$ cat config.mk
export PLATFORM = sky130hd
export DESIGN_NAME = tcw_seq
export DESIGN_NICKNAME = d
export VERILOG_FILES = /design/src/rtl/tcw_pkg.sv /design/src/rtl/tcw_seq.sv
export SDC_FILE = /design/constraint.sdc
export NUM_CORES = 1
export LEC_CHECK = 0
export BUFFER_PORTS_ARGS = -buffer_cell sky130_fd_sc_hd__clkbuf_2
export CORE_MARGIN = 4
export CORE_UTILIZATION = 56
export DETAILED_ROUTE_END_ITERATION = 12
export PLACE_DENSITY = 0.95
export SYNTH_ARGS = -nofsm -noshare
export SYNTH_HDL_FRONTEND = slang
export SYNTH_SLANG_ARGS = --single-unit
export TNS_END_PERCENT = 1
$ cat constraint.sdc
create_clock -name clock -period 4.2 [get_ports clock]
set_clock_uncertainty 0.1 [all_clocks]
set_input_delay 0.84 -clock clock [delete_from_list [all_inputs] [get_ports clock]]
set_output_delay 0.84 -clock clock [all_outputs]
set_load 0.01 [all_outputs]
$ cat src/rtl/tcw_pkg.sv
// Shared types and constants for the text console writer.
// No dependencies; tcw_seq and text_console_writer in rtl/ import this package.
package tcw_pkg;

   // Default screen geometry.
   localparam int ROWS_DEFAULT = 25;
   localparam int COLS_DEFAULT = 80;

   // Fixed field widths.
   localparam int CMD_W       = 2;
   localparam int CHAR_W      = 8;
   localparam int CIDX_W      = 11;
   localparam int CELL_W      = 16;
   localparam int ATTR_W      = 8;
   localparam int ROW_OUT_W   = 5;
   localparam int COL_OUT_W   = 7;
   localparam int CSR_IDX_W   = 1;
   localparam int CSR_DATA_W  = 16;

   // Command codes.
   localparam logic [CMD_W-1:0] CMD_PUT   = 2'd0;
   localparam logic [CMD_W-1:0] CMD_CLEAR = 2'd1;
   localparam logic [CMD_W-1:0] CMD_READ  = 2'd2;

   // Special character codes.
   localparam logic [CHAR_W-1:0] CHAR_NUL = 8'd0;
   localparam logic [CHAR_W-1:0] CHAR_NL  = 8'd10;
   localparam logic [CHAR_W-1:0] CHAR_CR  = 8'd13;

   // Configuration register indexes and reset values.
   localparam logic [CSR_IDX_W-1:0] CSR_ATTR  = 1'd0;
   localparam logic [CSR_IDX_W-1:0] CSR_BLANK = 1'd1;
   localparam logic [ATTR_W-1:0]    ATTR_RESET  = 8'h07;
   localparam logic [CELL_W-1:0]    BLANK_RESET = 16'h0720;

   // Result beat handed from the sequencer to the output register.
   typedef struct packed {
      logic [CELL_W-1:0]    cell_data;
      logic [ROW_OUT_W-1:0] cursor_row;
      logic [COL_OUT_W-1:0] cursor_col;
   } tcw_rsp_type;

endpackage

$ cat src/rtl/tcw_seq.sv
// Command sequencer: cursor state, clear sweep, scroll copy and fill, put and read.
// Depends on tcw_pkg; drives the ports of one tcw_ram instance.
module tcw_seq #(
   parameter int ROWS = tcw_pkg::ROWS_DEFAULT,
   parameter int COLS = tcw_pkg::COLS_DEFAULT
) (
   input  logic                             clock,
   input  logic                             reset,
   input  logic                             req_valid,
   output logic                             req_stall,
   input  logic [tcw_pkg::CMD_W-1:0]        req_cmd,
   input  logic [tcw_pkg::CHAR_W-1:0]       req_char_code,
   input  logic [tcw_pkg::CIDX_W-1:0]       req_cell_index,
   input  logic [tcw_pkg::ATTR_W-1:0]       attr,
   input  logic [tcw_pkg::CELL_W-1:0]       blank,
   input  logic                             out_free,
   output logic                             rsp_load,
   output tcw_pkg::tcw_rsp_type             rsp_next,
   output logic [$clog2(ROWS*COLS)-1:0]     mem_rd_addr,
   input  logic [tcw_pkg::CELL_W-1:0]       mem_rd_data,
   output logic                             mem_wr_en,
   output logic [$clog2(ROWS*COLS)-1:0]     mem_wr_addr,
   output logic [tcw_pkg::CELL_W-1:0]       mem_wr_data
);
   import tcw_pkg::*;

   localparam int CELLS = ROWS * COLS;
   localparam int AW    = $clog2(CELLS);
   localparam int RW    = $clog2(ROWS + 1);
   localparam int CW    = $clog2(COLS);

   localparam logic [AW-1:0] LAST_ADDR     = AW'(CELLS - 1);
   localparam logic [AW-1:0] ROW_STRIDE    = AW'(COLS);
   localparam logic [AW-1:0] LAST_ROW_BASE = AW'((ROWS - 1) * COLS);

   localparam logic [2:0] ST_CLEAR  = 3'd0;
   localparam logic [2:0] ST_IDLE   = 3'd1;
   localparam logic [2:0] ST_SCROLL = 3'd2;
   localparam logic [2:0] ST_FILL   = 3'd3;
   localparam logic [2:0] ST_EXEC   = 3'd4;

   logic [2:0]        state_ff, state_in;
   logic [AW-1:0]     cnt_ff, cnt_in;
   logic              pw_ff, pw_in;
   logic [AW-1:0]     pw_addr_ff, pw_addr_in;
   logic              clr_rsp_ff, clr_rsp_in;
   logic [CMD_W-1:0]  cmd_ff, cmd_in;
   logic [CHAR_W-1:0] ch_ff, ch_in;
   logic [AW-1:0]     idx_ff, idx_in;
   logic              idx_ok_ff, idx_ok_in;
   logic [RW-1:0]     row_ff, row_in;
   logic [CW-1:0]     col_ff, col_in;

   logic [CIDX_W+AW-1:0]    idx_wide;
   logic [AW-1:0]           cur_addr;
   logic [RW-1:0]           row_inc;
   logic                    col_last;
   logic [CELL_W-1:0]       rd_value;
   logic [RW+ROW_OUT_W-1:0] row_wide;
   logic [CW+COL_OUT_W-1:0] col_wide;

   assign idx_wide  = {AW'(0), req_cell_index};
   assign cur_addr  = AW'(row_ff) * ROW_STRIDE + AW'(col_ff);
   assign row_inc   = row_ff + RW'(1);
   assign col_last  = (col_ff == CW'(COLS - 1));
   assign req_stall = (state_ff != ST_IDLE);

   always_comb begin
      state_in    = state_ff;
      cnt_in      = cnt_ff;
      pw_in       = pw_ff;
      pw_addr_in  = pw_addr_ff;
      clr_rsp_in  = clr_rsp_ff;
      cmd_in      = cmd_ff;
      ch_in       = ch_ff;
      idx_in      = idx_ff;
      idx_ok_in   = idx_ok_ff;
      row_in      = row_ff;
      col_in      = col_ff;
      rd_value    = '0;
      rsp_load    = 1'b0;
      mem_rd_addr = idx_wide[AW-1:0];
      mem_wr_en   = 1'b0;
      mem_wr_addr = cur_addr;
      mem_wr_data = {attr, ch_ff};

      case (state_ff)
         ST_CLEAR: begin
            mem_wr_en   = 1'b1;
            mem_wr_addr = cnt_ff;
            mem_wr_data = '0;
            cnt_in      = cnt_ff + AW'(1);
            if (cnt_ff == LAST_ADDR) begin
               state_in = clr_rsp_ff ? ST_EXEC : ST_IDLE;
            end
         end
         ST_IDLE: begin
            if (req_valid) begin
               cmd_in    = req_cmd;
               ch_in     = req_char_code;
               idx_in    = idx_wide[AW-1:0];
               idx_ok_in = (idx_wide < (CIDX_W + AW)'(CELLS));
               case (req_cmd)
                  CMD_PUT: begin
                     if (req_char_code != CHAR_NUL && row_ff == RW'(ROWS)) begin
                        state_in = ST_SCROLL;
                        cnt_in   = ROW_STRIDE;
                        pw_in    = 1'b0;
                     end else begin
                        state_in = ST_EXEC;
                     end
                  end
                  CMD_CLEAR: begin
                     state_in   = ST_CLEAR;
                     cnt_in     = '0;
                     clr_rsp_in = 1'b1;
                  end
                  default: begin
                     state_in = ST_EXEC;
                  end
               endcase
            end
         end
         ST_SCROLL: begin
            // Read one row below, write the word in the next cycle a row higher.
            mem_rd_addr = cnt_ff;
            pw_in       = 1'b1;
            pw_addr_in  = cnt_ff - ROW_STRIDE;
            if (pw_ff) begin
               mem_wr_en   = 1'b1;
               mem_wr_addr = pw_addr_ff;
               mem_wr_data = mem_rd_data;
            end
            cnt_in = cnt_ff + AW'(1);
            if (cnt_ff == LAST_ADDR) begin
               state_in = ST_FILL;
               cnt_in   = LAST_ROW_BASE;
            end
         end
         ST_FILL: begin
            if (pw_ff) begin
               // Retire the last copy before blanking the bottom row.
               mem_wr_en   = 1'b1;
               mem_wr_addr = pw_addr_ff;
               mem_wr_data = mem_rd_data;
               pw_in       = 1'b0;
            end else begin
               mem_wr_en   = 1'b1;
               mem_wr_addr = cnt_ff;
               mem_wr_data = blank;
               cnt_in      = cnt_ff + AW'(1);
               if (cnt_ff == LAST_ADDR) begin
                  row_in   = RW'(ROWS - 1);
                  state_in = ST_EXEC;
               end
            end
         end
         ST_EXEC: begin
            // Hold the read address so the registered read data stays valid.
            mem_rd_addr = idx_ff;
            if (out_free) begin
               rsp_load   = 1'b1;
               state_in   = ST_IDLE;
               clr_rsp_in = 1'b0;
               case (cmd_ff)
                  CMD_PUT: begin
                     if (ch_ff == CHAR_NL) begin
                        col_in = '0;
                        row_in = row_inc;
                     end else if (ch_ff != CHAR_CR && ch_ff != CHAR_NUL) begin
                        mem_wr_en = 1'b1;
                        if (col_last) begin
                           col_in = '0;
                           row_in = row_inc;
                        end else begin
                           col_in = col_ff + CW'(1);
                        end
                     end
                  end
                  CMD_CLEAR: begin
                     row_in = '0;
                  end
                  CMD_READ: begin
                     rd_value = idx_ok_ff ? mem_rd_data : '0;
                  end
                  default: begin
                     rd_value = '0;
                  end
               endcase
            end
         end
         default: begin
            state_in = ST_IDLE;
         end
      endcase

      row_wide = {ROW_OUT_W'(0), row_in};
      col_wide = {COL_OUT_W'(0), col_in};
      rsp_next.cell_data  = rd_value;
      rsp_next.cursor_row = row_wide[ROW_OUT_W-1:0];
      rsp_next.cursor_col = col_wide[COL_OUT_W-1:0];
   end

   always_ff @(posedge clock) begin
      if (reset) begin
         state_ff   <= ST_CLEAR;
         cnt_ff     <= '0;
         pw_ff      <= 1'b0;
         clr_rsp_ff <= 1'b0;
         row_ff     <= RW'(1);
         col_ff     <= '0;
      end else begin
         state_ff   <= state_in;
         cnt_ff     <= cnt_in;
         pw_ff      <= pw_in;
         clr_rsp_ff <= clr_rsp_in;
         row_ff     <= row_in;
         col_ff     <= col_in;
      end
   end

   always_ff @(posedge clock) begin
      pw_addr_ff <= pw_addr_in;
      cmd_ff     <= cmd_in;
      ch_ff      <= ch_in;
      idx_ff     <= idx_in;
      idx_ok_ff  <= idx_ok_in;
   end

endmodule

==> impl_metrics.prom, run 1 <==
# TYPE chip_impl_metric gauge
chip_impl_info{name="status",value="finished clean"} 1
chip_impl_metric{name="period_minus_slack",unit="ps"} 3820
chip_impl_metric{name="dieHeight",unit="um"} 93.5
chip_impl_info{name="synth-main-ff-cell",value="edfxtp_1"} 1
chip_impl_metric{name="num_antenna_cells",unit=""} 0
chip_impl_info{name="netlist.top_cell.by_area",value="edfxtp_1"} 1
chip_impl_metric{name="clock_h_tree_levels",unit=""} 3
chip_impl_metric{name="power_density_of_the_placed_cells",unit="nW/um^2"} 289
chip_impl_metric{name="max_freq",unit="MHz"} 262
chip_impl_metric{name="post_cts_resize_count",unit=""} 0
chip_impl_metric{name="cp.required",unit="ps"} 3260
chip_impl_metric{name="ys_types",unit=""} 60
chip_impl_metric{name="report.final.setup_viol",unit=""} 0
chip_impl_metric{name="clk_path_buf_depth",unit=""} 2
chip_impl_metric{name="critical_path_peak_fanout",unit=""} 7
chip_impl_metric{name="route.detailed.wl_per_inst",unit="um"} 17.4
chip_impl_metric{name="gr_met2_demand_resource",unit=""} 0.462
chip_impl_metric{name="grt_pass1_wl",unit="um"} 19200
chip_impl_metric{name="place.gp.congestion",unit=""} 0.934
chip_impl_metric{name="ys_ff_latch",unit=""} 61
chip_impl_metric{name="drt.antenna.violating_nets",unit=""} 0
chip_impl_metric{name="worst_ir_drop_vdd",unit="V"} 0.000196
chip_impl_info{name="clock-root-buffer",value="clkbuf_8"} 1
chip_impl_metric{name="synth.top_cell.area_share",unit=""} 0.242
chip_impl_metric{name="antenna_found_initial",unit=""} 0
chip_impl_metric{name="num_vias",unit=""} 4196
chip_impl_metric{name="synthToLayoutAreaGrowth",unit="%"} 22.2
chip_impl_info{name="class_of_the_worst_hold_path",value="flop to flop"} 1
chip_impl_metric{name="critPathBufInv",unit=""} 1
chip_impl_metric{name="globalRouteTotalUtil",unit=""} 0.278
chip_impl_metric{name="grt_pass1_vias",unit=""} 3921
chip_impl_metric{name="grtUsageMet1",unit=""} 0.360
chip_impl_info{name="netlist_top_cells_count",value="nand2_1 (58), edfxtp_1 (33), inv_1 (31), o21ai_0 (31)"} 1
chip_impl_metric{name="grt.overflow.total",unit=""} 0
chip_impl_metric{name="layout-drive-gt1-share",unit=""} 0.282
chip_impl_info{name="most_frequent_cell_after_synthesis",value="nand2_1"} 1
chip_impl_info{name="cp_slowest_cell",value="dfxtp_1"} 1
chip_impl_metric{name="postCtsHoldBufs",unit=""} 0
chip_impl_metric{name="yosysSeqAreaShare",unit=""} 0.379
chip_impl_metric{name="clk-insertion-delay-late",unit="ps"} 350
chip_impl_metric{name="via_per_inst",unit=""} 6.04
chip_impl_metric{name="mappedNetlistNets",unit=""} 553
chip_impl_metric{name="number_of_clock_sinks",unit=""} 61
chip_impl_metric{name="syn_inst",unit=""} 470
chip_impl_metric{name="syn-cell-area",unit="sq um"} 4090
chip_impl_metric{name="cts_inserted_buffers",unit=""} 9
chip_impl_info{name="cp-end-kind",value="output pin"} 1
chip_impl_metric{name="critical-path-max-stage-delay",unit="ps"} 530
chip_impl_metric{name="initialDrtViolationCount",unit=""} 406
chip_impl_metric{name="timing.setup.tns",unit="ps"} 0
chip_impl_metric{name="finalMaxSlewViolations",unit=""} 0
chip_impl_metric{name="post-cts-setup-buffer-count",unit=""} 0
chip_impl_metric{name="async_reset_ff_frac",unit=""} 0
chip_impl_metric{name="final_min_period_over_clock_period",unit=""} 0.910
chip_impl_metric{name="fillCellCount",unit=""} 541
chip_impl_metric{name="ys_warn_count",unit=""} 0
chip_impl_metric{name="hold_viol",unit=""} 0
chip_impl_info{name="worst_path_dominant_cell_family",value="adder cells"} 1
chip_impl_metric{name="globalRouteMet3Util",unit=""} 0.0547
chip_impl_metric{name="initial_standard_cell_utilization_of_the_core",unit=""} 0.590
chip_impl_metric{name="total_leakage_power",unit="uW"} 0.00223
chip_impl_metric{name="fp-row-count",unit=""} 30
chip_impl_metric{name="synth_enable_flop_cells",unit=""} 33
chip_impl_metric{name="max_cap_viol_count",unit=""} 0
chip_impl_info{name="tritoncts_clock_tree",value="yes"} 1
chip_impl_info{name="grt_busiest_layer",value="met2"} 1
chip_impl_metric{name="final.hold.worst_slack",unit="ps"} 452
chip_impl_info{name="crit_path_cell_trace",value="ha_1 -> ha_1 -> fa_1 -> xor2_1 -> nand4_1 -> xor2_1 -> xnor2_1 -> o21ai_0 -> clkbuf_2"} 1
chip_impl_metric{name="max_slew_margin",unit=""} 0.257
chip_impl_metric{name="first_pass_iteration_count_of_the_detailed_router",unit=""} 9
chip_impl_metric{name="route.final.wire_length",unit="um"} 12100
chip_impl_metric{name="synth_area_per_cell",unit="sq um"} 8.71
chip_impl_metric{name="post-dp-hpwl",unit="um"} 9130
chip_impl_metric{name="port-buffer-count",unit=""} 133
chip_impl_metric{name="timing.critical_path.arrival",unit="ps"} 2880
chip_impl_metric{name="core_region_area",unit="sq um"} 6940
chip_impl_metric{name="floorplan.die_area",unit="sq um"} 8740
chip_impl_metric{name="worst_slew_pin_slew",unit="ps"} 1110
chip_impl_metric{name="die_w",unit="um"} 93.5
chip_impl_metric{name="grt_start_max_net_pins",unit=""} 26
chip_impl_metric{name="clk_pin_slew",unit="ps"} 70
chip_impl_metric{name="drc",unit=""} 0
chip_impl_metric{name="ios",unit=""} 134
chip_impl_metric{name="nets",unit=""} 677
chip_impl_info{name="rsz_0062_raised_after_global_routing",value="false"} 1
chip_impl_info{name="worstSetupStartpointType",value="flop"} 1
chip_impl_info{name="synth.top_cells.by_area",value="edfxtp_1 (24%), dfxtp_1 (14%), nand2_1 (5.3%)"} 1
chip_impl_info{name="timing_worst_setup_path_type",value="flop to output pin"} 1
-- power breakdown --
group / switching, uW / internal (uW) / total [uW]
clock: 241 / 243 / 484
sequential: 37.5 / 656 / 693
combinational: 157 / 110 / 267
total: 435 / 1010 / 1440
-- cell families (layout without fill, tap and decap cells) --
kind of cell | after synthesis | after routing | share of synthesized area
AND/OR/NAND/NOR | 185 | 185 | 0.251
AO/OA/AOI/OAI | 128 | 128 | 0.211
flip-flops | 61 | 61 | 0.379
buffers and inverters | 57 | 186 | 0.0538
adder cells (fa/ha/maj) | 18 | 18 | 0.0587
XOR/XNOR | 18 | 18 | 0.0385
multiplexers | 3 | 3 | 0.00764
-- placed cells by master (no fill, tap or decap), drive strengths merged, types with 3 or more instances in the layout --
cell,n
and3,5
nor4,6
dfxtp,28
xor2,6
and2,22
a311oi,4
nand2b,6
or3,3
or2,3
nor2,29
nor3b,4
nand3,10
a22oi,25
xnor2,12
nor3,13
and4,4
inv,31
clkbuf,145
edfxtp,33
nand4,6
o21ai,34
a21oi,24
buf,6
ha,16
a31oi,4
nand2,58
a21o,3
a222oi,14
o21a,4
nor2b,3
nand4b,4
clkinv,3
o22ai,3
-- worst reg2reg max path, cell delays in order, from the launching register on --
cell and delay (ps):
dfxtp_1 720, nor3b_4 450, o21ai_0 370, o21ai_1 670, o21ai_0 350, a21oi_1 190
-- sequential cells by signal, indices dropped and copies added (netlist names) --
name	flops
col_ff	7
clr_rsp_ff	1
row_ff	5
cmd_ff	2
ch_ff	8
state_ff	3
pw_ff	1
pw_addr_ff	11
cnt_ff	11
idx_ff	11
idx_ok_ff	1
-- routing by layer --
layer  vias up  part of all wire
met4         0             0.020
li1       1996                 -
met2       227              0.49
met5         -                 0
met3        26             0.085
met1      1947              0.41
-- worst paths after layout --
check | startpoint | end | cells after the start | slack, ps
worst max-delay path | row_ff[1] | mem_wr_addr[10] | 9 | 380
worst min-delay path | clr_rsp_ff | clr_rsp_ff | 2 | 450
worst max register to register | state_ff[0] | cnt_ff[1] | 5 | 1280
worst min register to register | clr_rsp_ff | clr_rsp_ff | 2 | 450
-- stage by stage --
step	instances	setup slack [ps]	total power, uW	util	instance area (sq um)
after floorplan	470	975	852	-	4090
after global placement	679	673	959	0.695	4820
after detailed placement	679	659	967	0.695	4820
after CTS	695	371	1440	0.720	5000
after global routing	695	214	1500	0.720	5000
final	695	379	1440	0.720	5000
-- cell type report --
type	count	area [sq um]	area share
inverters	31	116	0.0233
repair buffers	139	711	0.142
well taps	96	120	0.0240
clock inverters	4	22.5	0.00450
clock buffers	12	155	0.0310
flip-flops and latches	61	1550	0.310
multi-input cells	352	2320	0.465
Power figures use the tool's default switching activity.
==> run 2, diff against run 1 <==
- CELL_PAD_IN_SITES_DETAIL_PLACEMENT: default -> 1
- CELL_PAD_IN_SITES_GLOBAL_PLACEMENT: default -> 1
- CORE_MARGIN: 4 -> default
- CORE_UTILIZATION: 56 -> 40
- PLACE_DENSITY: 0.95 -> 0.93
==> run 2 against run 1 <==
  * Sequential share of layout area decreased by 0.56 points
  * First-iteration DRC count decreased by 25%
  * Clock power increased by 15%
  * Non-clock buffer count increased by 2
  * Critical path depth decreased by 4
  * Sequential cell count unchanged
  * Sequential power about the same
  * Global-route usage increased by 0.21 points
  * Critical endpoint unchanged
  * Clock-buffer cell count decreased by 2
  * Die area increased by 22%
  * Total power increased by 6.6%
  * Maximum frequency decreased by 3.7%
==> impl_metrics.prom, run 2 (synthesis results as in run 1) <==
# TYPE chip_impl_metric gauge
chip_impl_info{name="layout_commonest_cell",value="clkbuf_2"} 1
chip_impl_metric{name="dieHeight",unit="um"} 103
chip_impl_metric{name="timing.reg2reg.worst_path_depth",unit=""} 5
chip_impl_metric{name="number_of_clock_sinks",unit=""} 61
chip_impl_metric{name="worst_ir_drop_vdd",unit="V"} 0.000268
chip_impl_metric{name="hold_viol",unit=""} 0
chip_impl_metric{name="postCtsHoldBufs",unit=""} 0
chip_impl_metric{name="placement.setup.worst_slack",unit="ps"} 645
chip_impl_metric{name="first_pass_iteration_count_of_the_detailed_router",unit=""} 6
chip_impl_metric{name="drt.antenna.violating_nets",unit=""} 0
chip_impl_metric{name="grt.overflow.total",unit=""} 0
chip_impl_metric{name="nets",unit=""} 679
chip_impl_metric{name="cp.required",unit="ps"} 3260
chip_impl_metric{name="place.gp.congestion",unit=""} 0.925
chip_impl_metric{name="initialDrtViolationCount",unit=""} 305
chip_impl_info{name="tritoncts_clock_tree",value="yes"} 1
chip_impl_metric{name="max_slew_margin",unit=""} 0.301
chip_impl_metric{name="initial_standard_cell_utilization_of_the_core",unit=""} 0.415
chip_impl_metric{name="total_leakage_power",unit="uW"} 0.00225
chip_impl_info{name="crit_path_cell_trace",value="nand2b_1 -> o21ai_1 -> inv_1 -> o21ai_0 -> clkbuf_2"} 1
chip_impl_metric{name="via_per_inst",unit=""} 5.90
chip_impl_metric{name="hold_path_depth",unit=""} 2
chip_impl_metric{name="ios",unit=""} 134
chip_impl_metric{name="finalMaxSlewViolations",unit=""} 0
chip_impl_metric{name="layout-drive-gt1-share",unit=""} 0.286
chip_impl_metric{name="period_minus_slack",unit="ps"} 3970
chip_impl_info{name="cp_slowest_cell",value="o21ai_1"} 1
chip_impl_metric{name="synthToLayoutAreaGrowth",unit="%"} 24.4
chip_impl_metric{name="cts_inserted_buffers",unit=""} 9
chip_impl_metric{name="num_antenna_cells",unit=""} 0
chip_impl_metric{name="max_freq",unit="MHz"} 252
chip_impl_metric{name="placedInstanceArea",unit="sq um"} 4880
chip_impl_metric{name="num_vias",unit=""} 4330
chip_impl_metric{name="post-route-worst-setup-slack",unit="ps"} 234
chip_impl_metric{name="port-buffer-count",unit=""} 133
chip_impl_metric{name="critical-path-max-stage-delay",unit="ps"} 860
chip_impl_metric{name="worst_slew_pin_slew",unit="ps"} 1040
chip_impl_metric{name="critical_path_peak_fanout",unit=""} 14
chip_impl_metric{name="final_min_period_over_clock_period",unit=""} 0.944
chip_impl_metric{name="final.hold.worst_slack",unit="ps"} 454
chip_impl_info{name="cp-end-kind",value="output pin"} 1
chip_impl_info{name="timing_worst_setup_path_type",value="flop to output pin"} 1
chip_impl_metric{name="post-route-util",unit=""} 0.516
chip_impl_metric{name="grt_pass1_vias",unit=""} 4365
chip_impl_metric{name="power_density_of_the_placed_cells",unit="nW/um^2"} 302
chip_impl_metric{name="report.final.setup_viol",unit=""} 0
chip_impl_metric{name="fp-row-count",unit=""} 36
chip_impl_metric{name="clk_path_buf_depth",unit=""} 2
chip_impl_metric{name="ff2ff_setup_slack",unit="ps"} 1030
chip_impl_info{name="rsz_0062_raised_after_global_routing",value="false"} 1
chip_impl_metric{name="post_cts_resize_count",unit=""} 0
chip_impl_metric{name="post-dp-hpwl",unit="um"} 11400
chip_impl_metric{name="route.final.wire_length",unit="um"} 14900
chip_impl_metric{name="clk_pin_slew",unit="ps"} 70
chip_impl_metric{name="route.detailed.wl_per_inst",unit="um"} 20.3
chip_impl_metric{name="timing.critical_path.arrival",unit="ps"} 3030
chip_impl_info{name="biggestRegsByFlops",value="cnt_ff x11, idx_ff x11, pw_addr_ff x11"} 1
chip_impl_metric{name="max_cap_viol_count",unit=""} 0
chip_impl_metric{name="floorplan.die_area",unit="sq um"} 10600
chip_impl_info{name="worstSetupStartpointType",value="flop"} 1
chip_impl_metric{name="die_w",unit="um"} 103
chip_impl_metric{name="antenna_found_initial",unit=""} 0
chip_impl_metric{name="core_region_area",unit="sq um"} 9860
chip_impl_metric{name="globalRouteTotalUtil",unit=""} 0.280
chip_impl_metric{name="clk-insertion-delay-late",unit="ps"} 360
chip_impl_info{name="status",value="finished clean"} 1
chip_impl_metric{name="grt_start_max_net_pins",unit=""} 26
chip_impl_info{name="final_cell_mix",value="clkbuf_2 (133), nand2_1 (58), edfxtp_1 (33), o21ai_0 (31), inv_1 (31)"} 1
chip_impl_metric{name="clock_h_tree_levels",unit=""} 3
chip_impl_metric{name="timing.setup.tns",unit="ps"} 0
chip_impl_metric{name="grt_pass1_wl",unit="um"} 22300
chip_impl_metric{name="post-route-cell-area",unit="sq um"} 5090
chip_impl_info{name="class_of_the_worst_hold_path",value="flop to flop"} 1
chip_impl_info{name="clock-root-buffer",value="clkbuf_8"} 1
chip_impl_metric{name="drc",unit=""} 0
chip_impl_metric{name="post-cts-setup-buffer-count",unit=""} 0
## run 2: cell types whose count changed in the layout (fill, tap and decap cells not counted), sizes merged
cell and change:
bufinv +1, clkbuf -2, buf +2, clkinvlp +2, inv +2, clkinv -3
## run 2: through the flow
step / total power (uW) / std cells
2_1_floorplan: 852 / 470
3_3_place_gp: 969 / 718
3_5_place_dp: 989 / 718
4_1_cts: 1540 / 734
5_1_grt: 1600 / 734
6_report: 1540 / 734
## run 2: path summary, 6_finish.rpt
kind,start,endpoint
setup / recovery,state_ff[1],mem_wr_addr[10]
hold / removal,clr_rsp_ff,clr_rsp_ff
setup reg to reg,state_ff[0],cnt_ff[1]
hold reg to reg,clr_rsp_ff,clr_rsp_ff
## run 2: area by class of cell
class / count / area [sq um]
sequential: 61 / 1550
clock inverter: 6 / 70.1
inverter: 31 / 116
multi-input combinational: 352 / 2320
tap: 133 / 166
clock buffer: 10 / 138
timing repair buffer: 141 / 726
fill: 1237 / 4770
## run 2: power breakdown
group | internal, uW | switching (uW) | leakage, uW
clock | 294 | 264 | 0.0000955
combinational | 114 | 175 | 0.00163
sequential | 655 | 38.3 | 0.000525
total | 1060 | 477 | 0.00225
## run 2: worst max-delay path: cells and delay by family (launching register included)
| family | cells | cell delay (ps) |
|---|---|---|
| AOI/OAI and AO/OA | 2 | 1250 |
| buffers and inverters | 2 | 470 |
| DFF | 1 | 700 |
| and+or+nand+nor | 1 | 250 |
## run 2: metal layers
metal  track usage  vias up  routed length, um
li1              -     1995                  -
met1         0.298     2108               5680
met2         0.530      203               7690
met3        0.0698       24               1200
met4         0.106        0                302
met5             0        -                  0
